**src/sv/ntns_pkg.sv**
```systemverilog
// Shared constants and types for the nearest tuning note search unit.
package ntns_pkg;

    localparam int NUM_NOTES_DEF = 128;
    localparam int FREQ_BITS_DEF = 32;
    localparam int NOTE_W        = 7;

    localparam logic OP_WRITE = 1'b0;
    localparam logic OP_QUERY = 1'b1;

    // Control that travels with an item from stage to stage.
    typedef struct packed {
        logic valid;
        logic oor;
    } t_ctl;

endpackage

```
**src/sv/ntns_cell.sv**
```systemverilog
// One bisection cell: a private copy of the note table and one probe step.
module ntns_cell import ntns_pkg::*; #(
    parameter int NUM_NOTES = NUM_NOTES_DEF,
    parameter int FREQ_BITS = FREQ_BITS_DEF,
    localparam int IW = $clog2(NUM_NOTES)
) (
    input  logic                 i_clk,
    input  logic                 i_rst_n,
    input  logic                 i_adv,
    input  logic                 i_wr_en,
    input  logic [IW-1:0]        i_wr_addr,
    input  logic [FREQ_BITS-1:0] i_wr_data,
    input  t_ctl                 i_ctl,
    input  logic [IW-1:0]        i_lo,
    input  logic [IW-1:0]        i_hi,
    input  logic [FREQ_BITS-1:0] i_x,
    output t_ctl                 o_ctl,
    output logic [IW-1:0]        o_lo,
    output logic [IW-1:0]        o_hi,
    output logic [FREQ_BITS-1:0] o_x
);

    logic [FREQ_BITS-1:0] mem [NUM_NOTES];

    logic [IW:0]          sum;
    logic [IW-1:0]        mid;
    logic                 act;
    t_ctl                 r_ctl;
    logic [IW-1:0]        r_lo;
    logic [IW-1:0]        r_hi;
    logic [IW-1:0]        r_mid;
    logic                 r_act;
    logic [FREQ_BITS-1:0] r_x;
    logic [FREQ_BITS-1:0] r_probe;
    logic                 step;
    logic                 go_hi;

    // The probe address comes from the neighbor's bracket.
    assign sum = {1'b0, i_lo} + {1'b0, i_hi};
    assign mid = sum[IW:1];
    assign act = (i_hi - i_lo) > IW'(1);

    always_ff @(posedge i_clk) begin
        if (i_wr_en) begin
            mem[i_wr_addr] <= i_wr_data;
        end
        if (i_adv) begin
            r_probe <= mem[mid];
        end
    end

    always_ff @(posedge i_clk) begin
        if (!i_rst_n) begin
            r_ctl <= '0;
        end else if (i_adv) begin
            r_ctl <= i_ctl;
        end
    end

    always_ff @(posedge i_clk) begin
        if (i_adv) begin
            r_lo  <= i_lo;
            r_hi  <= i_hi;
            r_mid <= mid;
            r_act <= act;
            r_x   <= i_x;
        end
    end

    // A probe above the query pulls the upper bound down, otherwise the lower bound up.
    assign step  = r_act && !r_ctl.oor;
    assign go_hi = r_probe > r_x;
    assign o_lo  = (step && !go_hi) ? r_mid : r_lo;
    assign o_hi  = (step && go_hi) ? r_mid : r_hi;
    assign o_x   = r_x;
    assign o_ctl = r_ctl;

endmodule

```
**config.mk**
```make
export PLATFORM = sky130hd
export DESIGN_NAME = ntns_cell
export DESIGN_NICKNAME = d
export VERILOG_FILES = /design/src/sv/ntns_pkg.sv /design/src/sv/ntns_cell.sv
export SDC_FILE = /design/constraint.sdc
export NUM_CORES = 2
export LEC_CHECK = 0
export BUFFER_PORTS_ARGS = -buffer_cell sky130_fd_sc_hd__buf_2
export CAP_MARGIN = 25
export CORE_MARGIN = 2
export CORE_UTILIZATION = 55
export CTS_BUF_LIST = sky130_fd_sc_hd__clkbuf_4 sky130_fd_sc_hd__clkbuf_8
export CTS_CLUSTER_DIAMETER = 100
export CTS_CLUSTER_SIZE = 8
export DETAILED_ROUTE_END_ITERATION = 8
export HOLD_SLACK_MARGIN = 0.08
export PLACE_DENSITY = 0.72
export RECOVER_POWER = 25
export REMOVE_ABC_BUFFERS = 1
export SYNTH_ARGS = -nofsm -noshare
export SYNTH_HDL_FRONTEND = slang
export SYNTH_SLANG_ARGS = --single-unit
```
**constraint.sdc**
```tcl
create_clock -name i_clk -period 6 [get_ports i_clk]
set_input_delay 0.3 -clock i_clk [delete_from_list [all_inputs] [get_ports i_clk]]
set_output_delay 0.3 -clock i_clk [all_outputs]
set_load 0.02 [all_outputs]
```
# [Word level (Yosys, flattened, before mapping)]
# Memories as Yosys holds them, arrays and structs flattened. A register that Yosys moved wholly into a read port is not among the register bits.
# Cells that the tools add are included.
[totals] reg_bits=56 ram_bits=4096 in_bits=91 output_inout_bits=48 word_cells=21 memories=1
[op_classes] addsub=2 magnitude_cmp=2 mux=4 reduce_logical=5
[memory_table] name="mem" words=128 word_bits=32 read_ports=1 rd_ports_with_merged_regs=1 write_ports=1 line="ntns_cell.sv:23" source="logic [FREQ_BITS-1:0] mem [NUM_NOTES];"
[op_table] op="32-bit greater-than comparator" n=1
[op_table] op="7-bit 2-to-1 mux" n=2
[op_table] op="7-bit by 7-bit adder with 8-bit output" n=1
[op_table] op="7-bit by 1-bit greater-than comparator with 1-bit output (second input constant)" n=1
[op_table] op="7-bit subtractor" n=1
[op_table] op="1-bit logical AND" n=3
[op_table] op="1-bit logical NOT" n=2
[op_table] op="1-bit 2-to-1 mux" n=2

# [Depth between registers and ports, before layout]
[depth] depth_word=4 ltp_mapped=14 ltp_nobuf=13

# [Least setup slack after synthesis]
# No wires, ideal clock.
[synth_timing] kind="input to register" start="input i_wr_en" end="memory mem[98][0] (netlist name) (enable)" setup_time_ps=461 arrival_time_ps=3078 required_time_ps=5539 slack_ps=2461 stages=3 n_path_buf=1 cell_sequence="clkbuf_1 nand4_1 nor3_1"
[synth_via] elab_chain_cells=2
[synth_rtl] item="start: declaration" line="ntns_cell.sv:10" source="input logic i_wr_en,"
[synth_rtl] item="1-bit 2-to-1 mux" line="ntns_cell.sv:44" source="if (i_wr_en) begin"
[synth_rtl] item="1-bit 2-to-1 mux (not written as such)" line="ntns_cell.sv:45" source="mem[i_wr_addr] <= i_wr_data;"
[synth_rtl] item="end: declaration" line="ntns_cell.sv:23"
# No other way between the ends.

# [Worst setup path after layout]
[layout_timing] start="register r_x[29] (netlist: o_x[29])" end="output o_hi[3]"
[layout_via] elab_chain_cells=3
[layout_rtl] item="start: declaration" line="ntns_cell.sv:33" source="logic [FREQ_BITS-1:0] r_x;"
[layout_rtl] item="start signal: assignment" line="ntns_cell.sv:66" source="r_x <= i_x;"
[layout_rtl] item="32-bit greater-than comparator" line="ntns_cell.sv:72" source="assign go_hi = r_probe > r_x;"
[layout_rtl] item="1-bit logical AND" line="ntns_cell.sv:74" source="assign o_hi = (step && go_hi) ? r_mid : r_hi;"
[layout_rtl] item="7-bit 2-to-1 mux" line="ntns_cell.sv:74"
[layout_rtl] item="end: declaration" line="ntns_cell.sv:19" source="output logic [IW-1:0] o_hi,"
# No other way between the ends.

==> summary.md <==
| Metric | Value |
|---|---|
| Synth Instances | 7410 |
| Synth Area in Compound Gates | 1.29% |
| Area Overhead vs Synth | 11.8% |
| Root buf cell | clkbuf_8 |
| FF+latch count, synth | 4184 |
| Crit path launch type | register |
| # port buffers | 138 |
| Final nets | 8369 |
| Chip Width | 544 µm |
| Setup crit end kind | output pin |
| Clock skew | 0.0562 ns |
| Most Used Layer, Global Route | met2 |
| Status | complete, but fails checks |
| Power share of the clock group | 32.2% |
| Sequential power share | 53.6% |
| Ranking of synthesized cells by area | edfxtp_1, mux4_2, nand2_1 |
| Synth top area share | 78.2% |
| Internal power | 44.8 mW |
| Mean post-synth cell area | 21.7 µm² |
| Mux share of post-synthesis cell area | 15.5% |
| Final min period | 5.64 ns |
| DRT iter0 DRCs | 13100 |
| Vias | 82600 |
| Post-route ant nets | 0 |
| Syn. warnings | 0 |
| Final hold vios | 0 |
| Post-CTS Setup Bufs | 0 |
| Worst-path fanout max | 7 |
| Synth unique cells | 55 |
| Post-synth EDFFs | 4182 |
| Kind of critical path | register to output pin |
| Gr usage total | 29.9% |
| Worst Hold Class | input pin to register |
| Met3 GRT Util | 7.92% |
| Met2 Use GR | 45.4% |
| Max IR drop VDD | 0.218 mV |
| Core ar. | 0.291 mm² |
| Residual DRC count | 0 |
| Routed wire length | 440000 µm |
| Switching Share | 26.3% |
| Fraction of layout cells with a size suffix above 1 | 27.8% |
| Crit path capture | o_hi[3] |
| WL/cell | 36.1 µm |
| Worst R2R Start | mem[95][20] |
| CTS Buffer Depth | 4 |
| Violated checks | max-capacitance violations, max-slew violations |
| Cell Pwr Density | 339 mW/mm² |
| GP Congestion | 0.903 |
| H-tree depth | 6 |
| Global Route met1 Usage | 41.0% |
| GR Overflow Total | 0 |
| R2r setup slk | 3.23 ns |
| Final Power | 60.8 mW |
| RSZ-0062 raised after global routing | no |
| Clock-pin slew on the worst setup and hold paths | 0.06 ns |
| Die area | 0.296 mm² |
| I/O pin total | 139 |
| LEAKAGE | 56.3 nW |
| Clk Latency, worst-skew pair | 1.20 ns |
| Initial antenna violation count | 45 |
| TritonCTS Buffers | 594 |
| XOR/XNOR Fraction of Synth Area | 0.0553% |
| Async SR Flop Fraction | 0% |
| DR vias/cell | 6.76 |
| Final HPWL DP | 258000 µm |
| Pre-antenna DRT Iters | 6 |
| Pin count of the biggest net entering global routing | 121 |
| First-pass GRT wire length | 616000 µm |
| Setup TNS | 0 ns |
| TritonCTS clock tree | built |
| Slew margin rel. | -191% |
| Synth Cell Area | 0.161 mm² |
| Worst EP arrival | 5.34 ns |
| Worst EP required | 5.70 ns |
| Main combinational cell family by area after synthesis | multiplexers |
| RR Endpoint | r_probe[20] |
| Initial core utilization | 55.2% |
| Worst Hold Slack | 0.340 ns |
| Rows | 198 |
| Setup-failing EPs final | 0 |
| Clk sinks | 4184 |
| Simple logic cell fraction of the synthesized area | 3.42% |
| Dominant cell type by area after synthesis | edfxtp_1 |
| Height of the die | 544 µm |
| CP startpoint | o_x[29] |
| R2R depth | 5 |
| Fin. max-slew vios | 2466 |
| Max frequency | 0.177 GHz |
| Share of power burned in combinational logic | 14.2% |
| Net switching power | 16.0 mW |
| Worst-margin pin slew | 4.37 ns |
| Final period util | 93.9% |
| Synth Area in Adders | 0.376% |
| Max Cap Viol | 41 |
| Primary FF master, synth | edfxtp_1 |
| Vias in the first global route | 82300 |
| Seq/Total Area, Yosys | 78.2% |
-- cells in the final DEF, fill, tap and decap left out, types with 31 or more instances in the layout --
| cell | n |
|---|---|
| edfxtp_1 | 4182 |
| mux4_2 | 1024 |
| clkbuf_8 | 596 |
| nand2_1 | 595 |
| nand3_1 | 390 |
| buf_4 | 290 |
| mux2i_1 | 161 |
| dlygate4sd3_1 | 147 |
| nor2_4 | 120 |
| a32oi_1 | 96 |
| buf_2 | 91 |
| nand4_1 | 77 |
| clkbuf_1 | 51 |
| inv_1 | 47 |
| buf_12 | 46 |
| ha_1 | 45 |
| a31oi_1 | 32 |
| a221oi_1 | 32 |
| a41oi_1 | 31 |
-- cells in the mapped netlist (3+ instances only) --
library cell,n
buf_4,5
nor2_1,133
o21ai_0,10
buf_2,80
mux4_2,1024
mux2i_1,161
nor3_1,14
clkbuf_1,239
nand2_1,598
inv_2,3
nand2b_1,5
a41oi_1,31
mux2_2,15
xor2_1,3
o21a_1,3
a32oi_1,97
or3_1,4
inv_1,47
buf_1,91
a221oi_1,32
edfxtp_1,4182
xnor2_1,4
a31oi_1,33
a21oi_1,19
ha_1,45
nor2b_1,13
nand3_1,394
a21o_1,16
nand4_1,77
-- through the flow --
stage	cells	instance area [µm²]	utilization (%)	setup slack [ns]
after global routing	12200	179000	61.7	0.203
after global placement	11400	169000	58.0	0.565
after detailed placement	11400	169000	58.1	0.842
after floorplan	6995	159000	-	-49.64
after CTS	12200	180000	61.7	0.155
final	12200	180000	61.7	0.364
-- layout make-up --
| class | count | area [µm²] |
|---|---|---|
| Inverter | 50 | 203 |
| Clock buffer | 605 | 8270 |
| Clock inverter | 60 | 861 |
| Fill cell | 19400 | 111000 |
| Antenna cell | 13 | 32.5 |
| Timing Repair Buffer | 640 | 5460 |
| Sequential cell | 4184 | 126000 |
| Tap cell | 3900 | 4880 |
| Multi-Input combinational cell | 2761 | 34200 |
-- worst max-delay path, cell delays in order (launching register included) --
cell	delay, ns
edfxtp_1	0.95
inv_1	0.11
ha_1	0.34
nand4_1	0.22
nor4_2	0.64
o31ai_1	0.20
a32oi_2	0.58
and3b_1	0.51
mux2_2	0.40
buf_2	0.17
-- power by group through the flow --
stage | registers, mW | logic (mW) | clock network (mW)
CTS | 32.5 | 8.60 | 19.8
global placement | 33.1 | 8.38 | 0
global route | 32.6 | 9.00 | 20.9
floorplan | 33.1 | 8.55 | 0
detailed placement | 33.2 | 8.50 | 0
finish | 32.6 | 8.66 | 19.6
-- routing by layer --
| layer | part of all wire [%] | up-vias |
|---|---|---|
| met3 | 14 | 862 |
| li1 | - | 32300 |
| met5 | 0.026 | - |
| met1 | 35 | 43200 |
| met2 | 46 | 6187 |
| met4 | 5.0 | 18 |
-- how the worst min path moves through the flow --
stage,from,end,cells past startpoint
3_3_place_gp,i_x[11],o_x[11],1
4_1_cts,i_wr_addr[5],mem[29][28],5
2_1_floorplan,i_wr_data[0],mem[0][0],0
3_5_place_dp,i_x[8],o_x[8],1
5_1_grt,i_x[6],o_x[6],3
6_report,i_x[7],o_x[7],3
-- registers in the layout, summed over array words and instances (netlist names) --
signal / flops
mem: 4096
r_probe: 32
o_ctl: 2
r_mid: 7
r_hi: 7
r_lo: 7
r_act: 1
o_x: 32
-- kinds of logic after synthesis --
family	count (synthesis)
multiplexers	1200
buffers and inverters	465
AO/OA/AOI/OAI	257
flip-flops	4184
adder cells (fa/ha/maj)	47
XOR/XNOR	8
AND/OR/NAND/NOR	1249
-- what timing repair did --
| action | in CTS | in global routing |
|---|---|---|
| endpoints found under the hold margin | 2317 | 85 |
| hold buffers | 146 | 1 |
| setup endpoints to repair | 1 | 5 |
| gates resized for setup | 1 | 1 |
Power figures use the tool's default switching activity.
